--- src/sv/qsd_pkg.sv ---
// ============================================================================
// qsd_pkg
// Shared types for the descending quicksort block.
// ============================================================================
`default_nettype none

package qsd_pkg;

  localparam int DATA_W = 32;

  typedef logic signed [DATA_W-1:0] value_t;

endpackage

`default_nettype wire

--- src/sv/qsd_if.sv ---
// ============================================================================
// qsd_in_if / qsd_out_if
// Valid/ready channels for loaded elements and sorted results.
// ============================================================================
`default_nettype none

interface qsd_in_if;
  import qsd_pkg::*;

  logic   valid;
  logic   ready;
  value_t value;
  logic   is_last;

  modport source (output valid, output value, output is_last, input ready);
  modport sink (input valid, input value, input is_last, output ready);
endinterface

interface qsd_out_if;
  import qsd_pkg::*;

  logic   valid;
  logic   ready;
  value_t sorted_value;
  logic   end_of_set;
  logic   overflow;

  modport source (output valid, output sorted_value, output end_of_set, output overflow,
                  input ready);
  modport sink (input valid, input sorted_value, input end_of_set, input overflow,
                output ready);
endinterface

`default_nettype wire

--- src/sv/qsd_ram.sv ---
// ============================================================================
// qsd_ram
// Simple dual-port RAM: one write port, one registered read port.
// ============================================================================
`default_nettype none

module qsd_ram #(
  parameter int WIDTH = 32,
  parameter int DEPTH = 64,
  localparam int AW = (DEPTH > 1) ? $clog2(DEPTH) : 1
) (
  input  wire logic             clk,
  input  wire logic             we,
  input  wire logic [AW-1:0]    waddr,
  input  wire logic [WIDTH-1:0] wdata,
  input  wire logic [AW-1:0]    raddr,
  output logic      [WIDTH-1:0] rdata
);

  logic [WIDTH-1:0] mem [DEPTH];

  always_ff @(posedge clk) begin
    if (we) begin
      mem[waddr] <= wdata;
    end
    rdata <= mem[raddr];
  end

endmodule

`default_nettype wire

--- src/sv/qsd_sorter.sv ---
// ============================================================================
// qsd_sorter
// Hole-partition quicksort sequencer with an explicit range stack.
// ============================================================================
`default_nettype none

module qsd_sorter #(
  parameter int MAX_ELEMS = 64,
  localparam int IW = $clog2(MAX_ELEMS),
  localparam int CW = $clog2(MAX_ELEMS + 1)
) (
  input  wire logic           clk,
  input  wire logic           rst_n,
  input  wire logic           start,
  input  wire logic [CW-1:0]  count,
  output logic                done,
  output logic                el_we,
  output logic [IW-1:0]       el_waddr,
  output qsd_pkg::value_t     el_wdata,
  output logic [IW-1:0]       el_raddr,
  input  wire qsd_pkg::value_t el_rdata
);
  import qsd_pkg::*;

  localparam logic [2:0] S_IDLE  = 3'd0;
  localparam logic [2:0] S_POP   = 3'd1;
  localparam logic [2:0] S_POPW  = 3'd2;
  localparam logic [2:0] S_PIV   = 3'd3;
  localparam logic [2:0] S_HCMP  = 3'd4;
  localparam logic [2:0] S_LCMP  = 3'd5;
  localparam logic [2:0] S_FIN   = 3'd6;
  localparam logic [2:0] S_PUSH2 = 3'd7;

  logic [2:0]    state_r, state_nxt;
  logic [IW-1:0] lo_r, lo_nxt, hi_r, hi_nxt;
  logic [IW-1:0] lo0_r, lo0_nxt, hi0_r, hi0_nxt;
  value_t        pivot_r, pivot_nxt;
  logic [CW-1:0] sp_r, sp_nxt;
  logic          done_r, done_nxt;

  logic [IW-1:0]   lo_inc, hi_dec;
  logic [CW-1:0]   sp_m1;
  logic            st_we;
  logic [IW-1:0]   st_waddr, st_raddr;
  logic [2*IW-1:0] st_wdata, st_rdata;

  function automatic logic [IW-1:0] lo_inc_mid(input logic [IW-1:0] mid);
    return mid + 1'b1;
  endfunction

  assign lo_inc = lo_r + 1'b1;
  assign hi_dec = hi_r - 1'b1;
  assign sp_m1  = sp_r - 1'b1;
  assign done   = done_r;

  qsd_ram #(.WIDTH(2*IW), .DEPTH(MAX_ELEMS)) u_stack (
    .clk   (clk),
    .we    (st_we),
    .waddr (st_waddr),
    .wdata (st_wdata),
    .raddr (st_raddr),
    .rdata (st_rdata)
  );

  always_comb begin
    state_nxt = state_r;
    lo_nxt    = lo_r;
    hi_nxt    = hi_r;
    lo0_nxt   = lo0_r;
    hi0_nxt   = hi0_r;
    pivot_nxt = pivot_r;
    sp_nxt    = sp_r;
    done_nxt  = 1'b0;
    el_we     = 1'b0;
    el_waddr  = lo_r;
    el_wdata  = el_rdata;
    el_raddr  = lo_r;
    st_we     = 1'b0;
    st_waddr  = sp_r[IW-1:0];
    st_wdata  = {lo0_r, hi_dec};
    st_raddr  = sp_m1[IW-1:0];
    unique case (state_r)
      S_IDLE: begin
        if (start) begin
          if (count >= CW'(2)) begin
            st_we     = 1'b1;
            st_waddr  = '0;
            st_wdata  = {{IW{1'b0}}, IW'(count - 1'b1)};
            sp_nxt    = CW'(1);
            state_nxt = S_POP;
          end else begin
            done_nxt = 1'b1;
          end
        end
      end
      S_POP: begin
        sp_nxt    = sp_m1;
        state_nxt = S_POPW;
      end
      S_POPW: begin
        lo_nxt    = st_rdata[2*IW-1:IW];
        hi_nxt    = st_rdata[IW-1:0];
        lo0_nxt   = st_rdata[2*IW-1:IW];
        hi0_nxt   = st_rdata[IW-1:0];
        el_raddr  = st_rdata[2*IW-1:IW];
        state_nxt = S_PIV;
      end
      S_PIV: begin
        pivot_nxt = el_rdata;
        el_raddr  = hi_r;
        state_nxt = S_HCMP;
      end
      S_HCMP: begin
        if (pivot_r >= el_rdata) begin
          hi_nxt    = hi_dec;
          el_raddr  = hi_dec;
          state_nxt = (lo_r < hi_dec) ? S_HCMP : S_FIN;
        end else begin
          // fill the hole at the low end, the hole moves to hi
          el_we     = 1'b1;
          el_waddr  = lo_r;
          lo_nxt    = lo_inc;
          el_raddr  = lo_inc;
          state_nxt = (lo_inc < hi_r) ? S_LCMP : S_FIN;
        end
      end
      S_LCMP: begin
        if (el_rdata >= pivot_r) begin
          lo_nxt    = lo_inc;
          el_raddr  = lo_inc;
          state_nxt = (lo_inc < hi_r) ? S_LCMP : S_FIN;
        end else begin
          el_we     = 1'b1;
          el_waddr  = hi_r;
          hi_nxt    = hi_dec;
          el_raddr  = hi_dec;
          state_nxt = (lo_r < hi_dec) ? S_HCMP : S_FIN;
        end
      end
      S_FIN: begin
        el_we    = 1'b1;
        el_waddr = hi_r;
        el_wdata = pivot_r;
        if ({1'b0, hi_r} > ({1'b0, lo0_r} + 1'b1)) begin
          st_we  = 1'b1;
          sp_nxt = sp_r + 1'b1;
        end
        state_nxt = S_PUSH2;
      end
      S_PUSH2: begin
        st_wdata = {lo_inc_mid(hi_r), hi0_r};
        if (({1'b0, hi_r} + 1'b1) < {1'b0, hi0_r}) begin
          st_we  = 1'b1;
          sp_nxt = sp_r + 1'b1;
        end
        if (sp_nxt == '0) begin
          done_nxt  = 1'b1;
          state_nxt = S_IDLE;
        end else begin
          state_nxt = S_POP;
        end
      end
      default: state_nxt = S_IDLE;
    endcase
  end

  always_ff @(posedge clk) begin
    if (!rst_n) begin
      state_r <= S_IDLE;
      sp_r    <= '0;
      done_r  <= 1'b0;
    end else begin
      state_r <= state_nxt;
      sp_r    <= sp_nxt;
      done_r  <= done_nxt;
    end
    lo_r    <= lo_nxt;
    hi_r    <= hi_nxt;
    lo0_r   <= lo0_nxt;
    hi0_r   <= hi0_nxt;
    pivot_r <= pivot_nxt;
  end

  // Pending ranges are disjoint and hold two or more elements each.
  a_sp_bound: assert property (@(posedge clk) disable iff (!rst_n)
    sp_r <= CW'(MAX_ELEMS / 2))
    else $error("range stack deeper than half the store");

  // Scanning keeps both ends inside the popped range.
  a_scan_window: assert property (@(posedge clk) disable iff (!rst_n)
    (state_r == S_HCMP || state_r == S_LCMP) |->
      (lo_r < hi_r && lo0_r <= lo_r && hi_r <= hi0_r))
    else $error("partition scan left its range");

  // A finished sort leaves the stack empty.
  a_done_empty: assert property (@(posedge clk) disable iff (!rst_n)
    done_r |-> (sp_r == '0 && state_r == S_IDLE))
    else $error("sort reported done with ranges pending");

endmodule

`default_nettype wire

--- src/sv/quicksort_descending.sv ---
// ============================================================================
// quicksort_descending
// Loads a set of signed values, sorts it by quicksort, emits it largest first.
// ============================================================================
// Load: one item per cycle; an item without is_last gives no result.
// Sort: each partition pops a range, reads its pivot, scans the range from both ends,
//   writes the pivot into the hole and pushes sub-ranges of two or more elements; the
//   pace is set by the single compare unit and the one read port of the element store.
// Emit: results are read from the store and registered at the output, one result per cycle while the sink holds ready.
// Reset: synchronous, active low; clears count, drop flag and sequencers. The
//   element store and range stack need no clearing pass.
`default_nettype none

module quicksort_descending #(
  parameter int MAX_ELEMS = 64
) (
  input  wire logic  clk,
  input  wire logic  rst_n,
  qsd_in_if.sink     in_ch,
  qsd_out_if.source  out_ch
);
  import qsd_pkg::*;

  localparam int IW = $clog2(MAX_ELEMS);
  localparam int CW = $clog2(MAX_ELEMS + 1);

  localparam logic [1:0] ST_LOAD = 2'd0;
  localparam logic [1:0] ST_SORT = 2'd1;
  localparam logic [1:0] ST_EMIT = 2'd2;

  logic [1:0]    state_r, state_nxt;
  logic [CW-1:0] count_r, count_nxt;   // elements held for this set
  logic          dropped_r, dropped_nxt;
  logic [CW-1:0] emit_idx_r, emit_idx_nxt;

  // Emit path: read in flight, output register, skid register.
  logic   pend_r, pend_last_r;
  logic   out_valid_r, out_last_r;
  value_t out_data_r;
  logic   skid_valid_r, skid_last_r;
  value_t skid_data_r;

  logic          in_take, out_take, has_room, issue;
  logic [1:0]    occ;
  logic          sort_start, sort_done;

  // Element store port, shared by load, sorter and emit.
  logic          el_we;
  logic [IW-1:0] el_waddr, el_raddr;
  value_t        el_wdata, el_rdata;
  logic          s_we;
  logic [IW-1:0] s_waddr, s_raddr;
  value_t        s_wdata;

  assign in_ch.ready = (state_r == ST_LOAD);
  assign in_take     = in_ch.valid && in_ch.ready;
  assign out_take    = out_valid_r && out_ch.ready;
  assign has_room    = (count_r < CW'(MAX_ELEMS));

  // Start the sorter on the edge that takes the last item.
  assign sort_start  = in_take && in_ch.is_last;

  // Keep at most two items between read port and output.
  assign occ   = {1'b0, out_valid_r} + {1'b0, skid_valid_r} + {1'b0, pend_r};
  assign issue = (state_r == ST_EMIT) && (emit_idx_r < count_r)
                 && (occ <= (2'd1 + {1'b0, out_take}));

  qsd_sorter #(.MAX_ELEMS(MAX_ELEMS)) u_sorter (
    .clk      (clk),
    .rst_n    (rst_n),
    .start    (sort_start),
    .count    (count_nxt),
    .done     (sort_done),
    .el_we    (s_we),
    .el_waddr (s_waddr),
    .el_wdata (s_wdata),
    .el_raddr (s_raddr),
    .el_rdata (el_rdata)
  );

  // Route the single store port by phase.
  always_comb begin
    el_we    = 1'b0;
    el_waddr = count_r[IW-1:0];
    el_wdata = in_ch.value;
    el_raddr = emit_idx_r[IW-1:0];
    unique case (state_r)
      ST_LOAD: el_we = in_take && has_room;
      ST_SORT: begin
        el_we    = s_we;
        el_waddr = s_waddr;
        el_wdata = s_wdata;
        el_raddr = s_raddr;
      end
      ST_EMIT: ;
      default: ;
    endcase
  end

  qsd_ram #(.WIDTH(DATA_W), .DEPTH(MAX_ELEMS)) u_store (
    .clk   (clk),
    .we    (el_we),
    .waddr (el_waddr),
    .wdata (el_wdata),
    .raddr (el_raddr),
    .rdata (el_rdata)
  );

  // Top-level phase control.
  always_comb begin
    state_nxt    = state_r;
    count_nxt    = count_r;
    dropped_nxt  = dropped_r;
    emit_idx_nxt = emit_idx_r;
    unique case (state_r)
      ST_LOAD: begin
        if (in_take) begin
          // drop values past capacity, remember that we did
          if (has_room) begin
            count_nxt = count_r + 1'b1;
          end else begin
            dropped_nxt = 1'b1;
          end
          if (in_ch.is_last) begin
            state_nxt = ST_SORT;
          end
        end
      end
      ST_SORT: begin
        if (sort_done) begin
          emit_idx_nxt = '0;
          state_nxt    = ST_EMIT;
        end
      end
      ST_EMIT: begin
        if (issue) begin
          emit_idx_nxt = emit_idx_r + 1'b1;
        end
        if (out_take && out_last_r) begin
          count_nxt   = '0;
          dropped_nxt = 1'b0;
          state_nxt   = ST_LOAD;
        end
      end
      default: state_nxt = ST_LOAD;
    endcase
  end

  always_ff @(posedge clk) begin
    if (!rst_n) begin
      state_r      <= ST_LOAD;
      count_r      <= '0;
      dropped_r    <= 1'b0;
      emit_idx_r   <= '0;
      pend_r       <= 1'b0;
      out_valid_r  <= 1'b0;
      skid_valid_r <= 1'b0;
    end else begin
      state_r    <= state_nxt;
      count_r    <= count_nxt;
      dropped_r  <= dropped_nxt;
      emit_idx_r <= emit_idx_nxt;
      pend_r     <= issue;
      // advance the output register from skid first, then from the read port
      if (!out_valid_r || out_take) begin
        out_valid_r <= skid_valid_r || pend_r;
        if (skid_valid_r) begin
          skid_valid_r <= pend_r;
        end
      end else if (pend_r) begin
        skid_valid_r <= 1'b1;
      end
    end
    pend_last_r <= ((emit_idx_r + 1'b1) == count_r);
    if (!out_valid_r || out_take) begin
      if (skid_valid_r) begin
        out_data_r  <= skid_data_r;
        out_last_r  <= skid_last_r;
        skid_data_r <= el_rdata;
        skid_last_r <= pend_last_r;
      end else begin
        out_data_r <= el_rdata;
        out_last_r <= pend_last_r;
      end
    end else if (pend_r) begin
      // hold the output, park the arriving item
      skid_data_r <= el_rdata;
      skid_last_r <= pend_last_r;
    end
  end

  assign out_ch.valid        = out_valid_r;
  assign out_ch.sorted_value = out_data_r;
  assign out_ch.end_of_set   = out_last_r;
  assign out_ch.overflow     = dropped_r;

  a_phase_excl: assert property (@(posedge clk) disable iff (!rst_n)
    !(in_ch.ready && out_ch.valid))
    else $error("loading and emitting at once");

  a_count_cap: assert property (@(posedge clk) disable iff (!rst_n)
    count_r <= CW'(MAX_ELEMS))
    else $error("element count past capacity");

  a_skid_order: assert property (@(posedge clk) disable iff (!rst_n)
    skid_valid_r |-> (out_valid_r && !pend_r))
    else $error("skid register holds an item out of order");

  a_set_end: assert property (@(posedge clk) disable iff (!rst_n)
    (out_take && out_last_r) |-> (emit_idx_r == count_r && !skid_valid_r && !pend_r))
    else $error("end of set emitted with items left");

endmodule

`default_nettype wire
--- src/flat_wrapper.sv ---
// flat-port wrapper written by rule: the top's interface ports become plain ports
module quicksort_descending_flat import qsd_pkg::*;
#(
  parameter int MAX_ELEMS = 64
)
  (clk, rst_n, in_ch_valid, in_ch_value, in_ch_is_last, in_ch_ready, out_ch_valid, out_ch_sorted_value, out_ch_end_of_set, out_ch_overflow, out_ch_ready);
  qsd_in_if in_ch_i ();
  qsd_out_if out_ch_i ();
  input  wire logic clk;
  input  wire logic rst_n;
  input wire logic [$bits(in_ch_i.valid)-1:0] in_ch_valid;
  input wire logic [$bits(in_ch_i.value)-1:0] in_ch_value;
  input wire logic [$bits(in_ch_i.is_last)-1:0] in_ch_is_last;
  output wire logic [$bits(in_ch_i.ready)-1:0] in_ch_ready;
  output wire logic [$bits(out_ch_i.valid)-1:0] out_ch_valid;
  output wire logic [$bits(out_ch_i.sorted_value)-1:0] out_ch_sorted_value;
  output wire logic [$bits(out_ch_i.end_of_set)-1:0] out_ch_end_of_set;
  output wire logic [$bits(out_ch_i.overflow)-1:0] out_ch_overflow;
  input wire logic [$bits(out_ch_i.ready)-1:0] out_ch_ready;
  assign in_ch_i.valid = in_ch_valid;
  assign in_ch_i.value = in_ch_value;
  assign in_ch_i.is_last = in_ch_is_last;
  assign in_ch_ready = in_ch_i.ready;
  assign out_ch_valid = out_ch_i.valid;
  assign out_ch_sorted_value = out_ch_i.sorted_value;
  assign out_ch_end_of_set = out_ch_i.end_of_set;
  assign out_ch_overflow = out_ch_i.overflow;
  assign out_ch_i.ready = out_ch_ready;
  quicksort_descending #(.MAX_ELEMS(MAX_ELEMS)) u_core (.clk(clk), .rst_n(rst_n), .in_ch(in_ch_i), .out_ch(out_ch_i));
endmodule
--- config.mk ---
export PLATFORM = sky130hd
export DESIGN_NAME = quicksort_descending_flat
export DESIGN_NICKNAME = d
export VERILOG_FILES = /design/src/sv/qsd_pkg.sv /design/src/sv/qsd_if.sv /design/src/sv/qsd_ram.sv /design/src/sv/qsd_sorter.sv /design/src/sv/quicksort_descending.sv /design/src/flat_wrapper.sv
export SDC_FILE = /design/constraint.sdc
export NUM_CORES = 2
export LEC_CHECK = 0
export CAP_MARGIN = 0
export CORE_MARGIN = 4
export CORE_UTILIZATION = 30
export DETAILED_ROUTE_END_ITERATION = 10
export DONT_BUFFER_PORTS = 1
export PLACE_DENSITY = 0.51
export SETUP_SLACK_MARGIN = 0.5
export SYNTH_ARGS = -nofsm -noshare
export SYNTH_HDL_FRONTEND = slang
export SYNTH_SLANG_ARGS = --single-unit
--- constraint.sdc ---
create_clock -name clk -period 10.47 [get_ports clk]
set_clock_uncertainty 0.2 [all_clocks]
set_input_delay 0.5235 -clock clk [delete_from_list [all_inputs] [get_ports clk]]
set_output_delay 0.5235 -clock clk [all_outputs]
set_load 0.1 [all_outputs]
### After elaboration in Yosys (flattened, before gate mapping)

Memories as Yosys holds them, arrays and structs flattened. A register that Yosys moved wholly into a read port is not among the register bits.
Index checks and enable logic that the tools add are counted.

* register bits after elaboration: 154
* bits in latches: 0
* RAM bits: 2816
* ROM bits: 0
* input port bits: 37
* word-level logic and storage cells: 174
* memories: 2

* add/sub/neg operators: 13
* multiply operators: 0
* divide/modulo/power cells: 0
* $lt $le $gt $ge: 10
* equal/unequal tests: 24
* shift operators: 0
* multiplexer cells: 79
* bitwise logic cells: 0
* reductions and logical operators: 26

Memory list
* u_core.u_store.mem: words 64, width 32, read ports 1, clocked after memory_dff 1, write ports 1, RTL line qsd_ram.sv:20 `logic [WIDTH-1:0] mem [DEPTH];`
* u_core.u_sorter.u_stack.mem: words 64, width 12, read ports 1, clocked after memory_dff 1, write ports 1, RTL line qsd_ram.sv:20

Operator list (number)
* two-way mux 32 bit: 6
* two-way mux 6 bit: 12
* two-way mux 7 bit: 10
* >= comparator 32 bit: 2
* case mux 6 bit (3 select lines): 2
* case mux 7 bit (2 select lines): 2
* case mux 7 bit (4 select lines): 1
* two-way mux 1 bit: 24
* two-way mux 12 bit: 2
* case mux 12 bit (2 select lines): 1
* case mux 3 bit (8 select lines): 1
* case mux 6 bit (4 select lines): 1
* inequality test 2 bit (second input constant): 11
* adder 7 x 1 -> 7 bit (second input constant): 3
* two-way mux 2 bit: 8
* adder 6 x 1 -> 7 bit (second input constant): 2
* adder 6 x 1 -> 6 bit (second input constant): 2
* equality test 3 bit (second input constant): 4
* less-than comparator 6 bit: 2
* case mux 6 bit (2 select lines): 1
* AND reduction 4 bit: 3
* subtractor 6 x 1 -> 6 bit (second input constant): 2
* AND reduction 3 bit: 3
* equality test 7 bit: 1
* 29 further kinds: 46

### Depth between registers and ports, before layout

* depth in word-level cells: 10
* depth in mapped cells: 20
* mapped depth without buffers: 15

### Cells and area by module

From an unflattened synthesis, not the netlist that was laid out.

* cell total of the unflattened synthesis: 5669
* area, all modules: 118264.7 um^2

By module, submodules not included
* qsd_ram (u_core.u_store): times used 1, cells each 3324, area an instance 78515.3 um^2, seq. area each 62139.6 um^2
* qsd_ram (u_core.u_sorter.u_stack): times used 1, cells each 1339, area an instance 29851.1 um^2, seq. area each 23302.3 um^2
* qsd_sorter: times used 1, cells each 667, area an instance 5554.1 um^2, seq. area each 1901.8 um^2
* quicksort_descending: times used 1, cells each 339, area an instance 4344.2 um^2, seq. area each 2402.3 um^2

### Least setup slack after synthesis

No wires, ideal clock.

* path kind: register -> register
* from: register u_core.out_valid_r (netlist: u_core.out_ch.valid)
* to: memory u_core.u_sorter.u_stack.mem[0][3] (netlist name), data pin
* arrival: 5.559 ns
* required time: 9.568 ns
* path slack: 4.009 ns
* cell stages (with the launch flop): 11
* path buffers: 1
* clock period less this slack: 6.461 ns
* cell sequence: dfxtp_1 nand3_1 or2_2 clkbuf_1 nor2b_1 a22o_1 ha_1 nor3_1 a31oi_1 or2_2 o21ai_0

* longest elaborated chain between the ends: 8
* elaborated cells on any way between the ends: 9
* those cells by class: 1 x add/sub; 1 x order compare; 5 x mux; 2 x reduce/logical

RTL lines
* from (decl): RTL line quicksort_descending.sv:38 `logic out_valid_r, out_last_r;`
* from (signal assigned): RTL line quicksort_descending.sv:166 `out_valid_r <= skid_valid_r || pend_r;`
* logical AND 1 bit (*): RTL line quicksort_descending.sv:57 `assign out_take = out_valid_r && out_ch.ready;`
* logical AND 1 bit (*): RTL line quicksort_descending.sv:139 `if (out_take && out_last_r) begin`
* two-way mux 7 bit (*): RTL line quicksort_descending.sv:139
* case mux 7 bit (2 select lines) (*): RTL line quicksort_descending.sv:115 `unique case (state_r)`
* via u_core.count_nxt[1]: RTL line quicksort_descending.sv:32 `logic [CW-1:0] count_r, count_nxt;`
* subtractor 6 x 1 -> 6 bit / >= comparator 7 x 2 -> 1 bit (equally long branches): RTL line qsd_sorter.sv:88, qsd_sorter.sv:85
* two-way mux 12 bit (*): RTL line qsd_sorter.sv:85 `if (count >= CW'(2)) begin`
* two-way mux 12 bit (*): RTL line qsd_sorter.sv:84 `if (start) begin`
* case mux 12 bit (2 select lines) (*): RTL line qsd_sorter.sv:82 `unique case (state_r)`
* via u_core.u_sorter.st_wdata[3]: RTL line qsd_sorter.sv:45 `logic [2*IW-1:0] st_wdata, st_rdata;`
* to (decl): RTL line qsd_ram.sv:20

The timed path passes the listed nets; every way through them passes the cells marked *.

### Worst setup path in the final report

* from: register u_core.u_store.rdata[18] (read register of u_core.u_store.mem)
* to: register u_core.u_store.rdata[27] (read register of u_core.u_store.mem)

* longest elaborated chain between the ends: 4
* elaborated cells on any way between the ends: 6
* those cells by class: 2 x order compare; 4 x mux

RTL lines
* from (decl): RTL line qsd_ram.sv:17 `output logic [WIDTH-1:0] rdata`
* >= comparator 32 bit (on tied branches): RTL line qsd_sorter.sv:128, qsd_sorter.sv:114
* two-way mux 6 bit (on tied branches): RTL line qsd_sorter.sv:128, qsd_sorter.sv:114
* case mux 6 bit (4 select lines) (*): RTL line qsd_sorter.sv:82
* two-way mux 6 bit (*): RTL line quicksort_descending.sv:87 `unique case (state_r)`

Every way passes the cells marked *; elsewhere a longest branch is shown, timed or not.
A chain may end at the register's enable or synchronous reset.

==> impl_metrics.json <==
{
  "p_int_mw": 22.1,
  "grt_pass1_vias": 72200,
  "cts_max_level": 5,
  "ys_warn_count": 0,
  "fmax_ghz": 0.133,
  "holdCritPathClass": "in2reg",
  "netlist_instances": 7864,
  "grtUsageTotal_pct": 19.4,
  "slew-limit-headroom_pct": -1.04,
  "swShare_pct": 29.4,
  "fin_cells": 13600,
  "synth_cell_types": 93,
  "drv_slew": 9,
  "irDropWorstVdd_mv": 0.156,
  "worstSetupStartpointType": "register",
  "cts_max_path_buffers": 4,
  "synth_top_area_share_pct": 72.6,
  "crit_required_ns": 10.94,
  "setup_slack_ns": 2.94,
  "clk_latency_ns": 0.89,
  "cts_sinks": 3014,
  "hold_viol_final": 0,
  "area_delta_synth_final_pct": 14.9,
  "start_util_pct": 30.2,
  "cts-root-buf": "clkbuf_16",
  "maxCapViolCount": 2,
  "yosys_register_bits": 3014,
  "p_switching_mw": 9.19,
  "core_region_area_sq_um": 403000,
  "clk_pin_slew_ns": 0.06,
  "dp_hpwl_mm": 240,
  "synthArstFlopShare_pct": 0,
  "place_inst": 13100,
  "synthTopCellsByCount": "edfxtp_1, nand2_1, nor2_1, o21ai_0, a211oi_1",
  "netlist_area_sq_um": 122000,
  "grt_start_max_net_pins": 142,
  "rsz0062_at_grt": "no",
  "path_max_fanout": 114,
  "dieHeight_um": 645,
  "yosysMostFrequentCell": "edfxtp_1",
  "drive_gt1_share_pct": 14.8,
  "cts_resized": 0,
  "layout_min_cycle_time_ns": 7.53,
  "synth_edf_count": 2938,
  "powerDensity_nw_per_um2": 224,
  "die-area_sq_um": 416000,
  "grt_pass1_wl_mm": 580,
  "avgSynthCellArea_sq_um": 15.5,
  "synth.yosys.seq_area_share_pct": 73.8,
  "seqPwrFrac_pct": 47.0,
  "numCtsBuffers": 315,
  "critPathKind": "reg2reg",
  "ant_nets": 0,
  "drt_first_iter_violations": 10200,
  "synthFlopType": "edfxtp_1",
  "drc": 0,
  "antenna_found_initial": 28,
  "outcome": "finished, violations left",
  "rows": 233,
  "gp_congestion": 0.886,
  "setup_viol": 0,
  "synthTopCellsByArea": "edfxtp_1, mux4_2, nand2_1, a211oi_1, o21ai_0",
  "tightest_slew_ns": 1.50,
  "overflow": 0,
  "finalNetCount": 8085,
  "viasPerCell": 5.53,
  "cts_tree": "yes",
  "pwr-share-clk_pct": 35.0,
  "io_buffers": 0,
  "yosysTopAreaCell": "edfxtp_1",
  "setup_tns_ns": 0,
  "synth_fp_nets": 7974,
  "place_ws_ns": 3.21,
  "fin_util_pct": 34.7,
  "violations": "max-capacitance violations, max-slew violations",
  "p_leak_nw": 44.0,
  "end_kind": "register",
  "io_pins": 73,
  "die_w_um": 645,
  "drt-pass1-iter-count": 6,
  "combPwrFrac_pct": 18.0,
  "vias": 75400,
  "routed_wl_mm": 418,
  "routedWlPerCell_um": 30.7,
  "cp.arrival_ns": 8.00,
  "timing.final.crit_share_pct": 71.9
}
routing by layer:
metal	vias to the layer above	global-route usage [%]	wire, um
met3	769	3.15	34400
met2	3827	30.6	193000
li1	31300	-	-
met4	6	8.68	20400
met5	-	0	41
met1	39500	26.2	170000
sequential cells by signal (all words and copies together) (netlist names), 12 cells and up:
register	flops
u_core.u_sorter.pivot_r	32
u_core.u_sorter.u_stack.mem	768
u_core.out_ch.sorted_value	32
u_core.u_store.mem	2048
u_core.u_store.rdata	32
u_core.u_sorter.u_stack.rdata	12
u_core.skid_data_r	32
timing repair:
item,4_1_cts,5_1_grt
hold buffers,5,0
setup buffers,0,0
endpoints found under the hold margin,23,0
stage by stage:
step	hold WS, ns	power, mW	area, sq um
2_1_floorplan	0.204	18.1	122000
3_3_place_gp	0.221	20.6	130000
3_5_place_dp	0.223	20.6	130000
4_1_cts	0.0619	31.5	140000
5_1_grt	0.135	32.2	140000
6_report	0.116	31.3	140000
cell usage in the layout (no fill, tap or decap), types with 71 or more instances in the layout:
| cell | count |
|---|---|
| edfxtp_1 | 2938 |
| nand2_1 | 1072 |
| clkbuf_16 | 321 |
| nor2_1 | 293 |
| buf_4 | 286 |
| a211oi_1 | 270 |
| o21ai_0 | 269 |
| mux4_2 | 253 |
| nand3_1 | 233 |
| and3_1 | 225 |
| a21oi_1 | 214 |
| a31oi_1 | 172 |
| mux2i_1 | 151 |
| a311oi_1 | 128 |
| a221oi_1 | 82 |
| dfxtp_1 | 74 |
| clkinv_1 | 72 |
| ha_1 | 71 |
cell families after synthesis:
logic type                 share of synthesized area (%)
muxes                                               6.43
DFF                                                 73.8
and+or+nand+nor                                     7.96
adders and majority gates                          0.757
AOI/OAI and AO/OA                                   8.63
buffers and inverters                               2.13
xor gates and xnor gates                           0.281
worst paths after layout:
path                               to                     start  slack, ns  cells after the start
max          u_core.u_store.rdata[27]  u_core.u_store.rdata[18]       2.94                     13
min              u_core.emit_idx_r[6]                     rst_n       0.12                      2
min reg2reg        u_core.skid_last_r        u_core.pend_last_r       0.25                      0
max reg2reg  u_core.u_store.rdata[27]  u_core.u_store.rdata[18]       2.94                     13
critical path, stage by stage (launching register included):
cell       delay, ns
dfxtp_1         0.80
ha_1            0.38
nand2_1         0.07
o21ai_0         0.10
a2111oi_2       0.59
o21a_1          0.27
a21o_1          0.50
o31ai_4         0.26
nor2_4          0.98
buf_12          0.52
nand3_1         1.07
o211ai_1        0.59
a211oi_1        0.07
or4_1           0.71
area by class of cell:
type	instances	area, sq um
Fill cell	38300	263000
Sequential cell	3014	89800
Multi-Input combinational cell	4263	30500
Clock buffer	391	8380
Tap cell	5405	6760
Timing Repair Buffer	315	2660
Clock inverter	163	1420
Inverter	66	248
Antenna cell	20	50.0
power groups by stage:
stage	registers, mW	logic, mW	clock network (mW)
2_1_floorplan	14.8	3.23	0
3_3_place_gp	15.0	5.59	0
5_1_grt	14.7	5.90	11.6
4_1_cts	14.7	5.66	11.1
3_5_place_dp	15.0	5.64	0
6_report	14.7	5.63	10.9
Note: power is estimated with default switching activity, not from simulation.
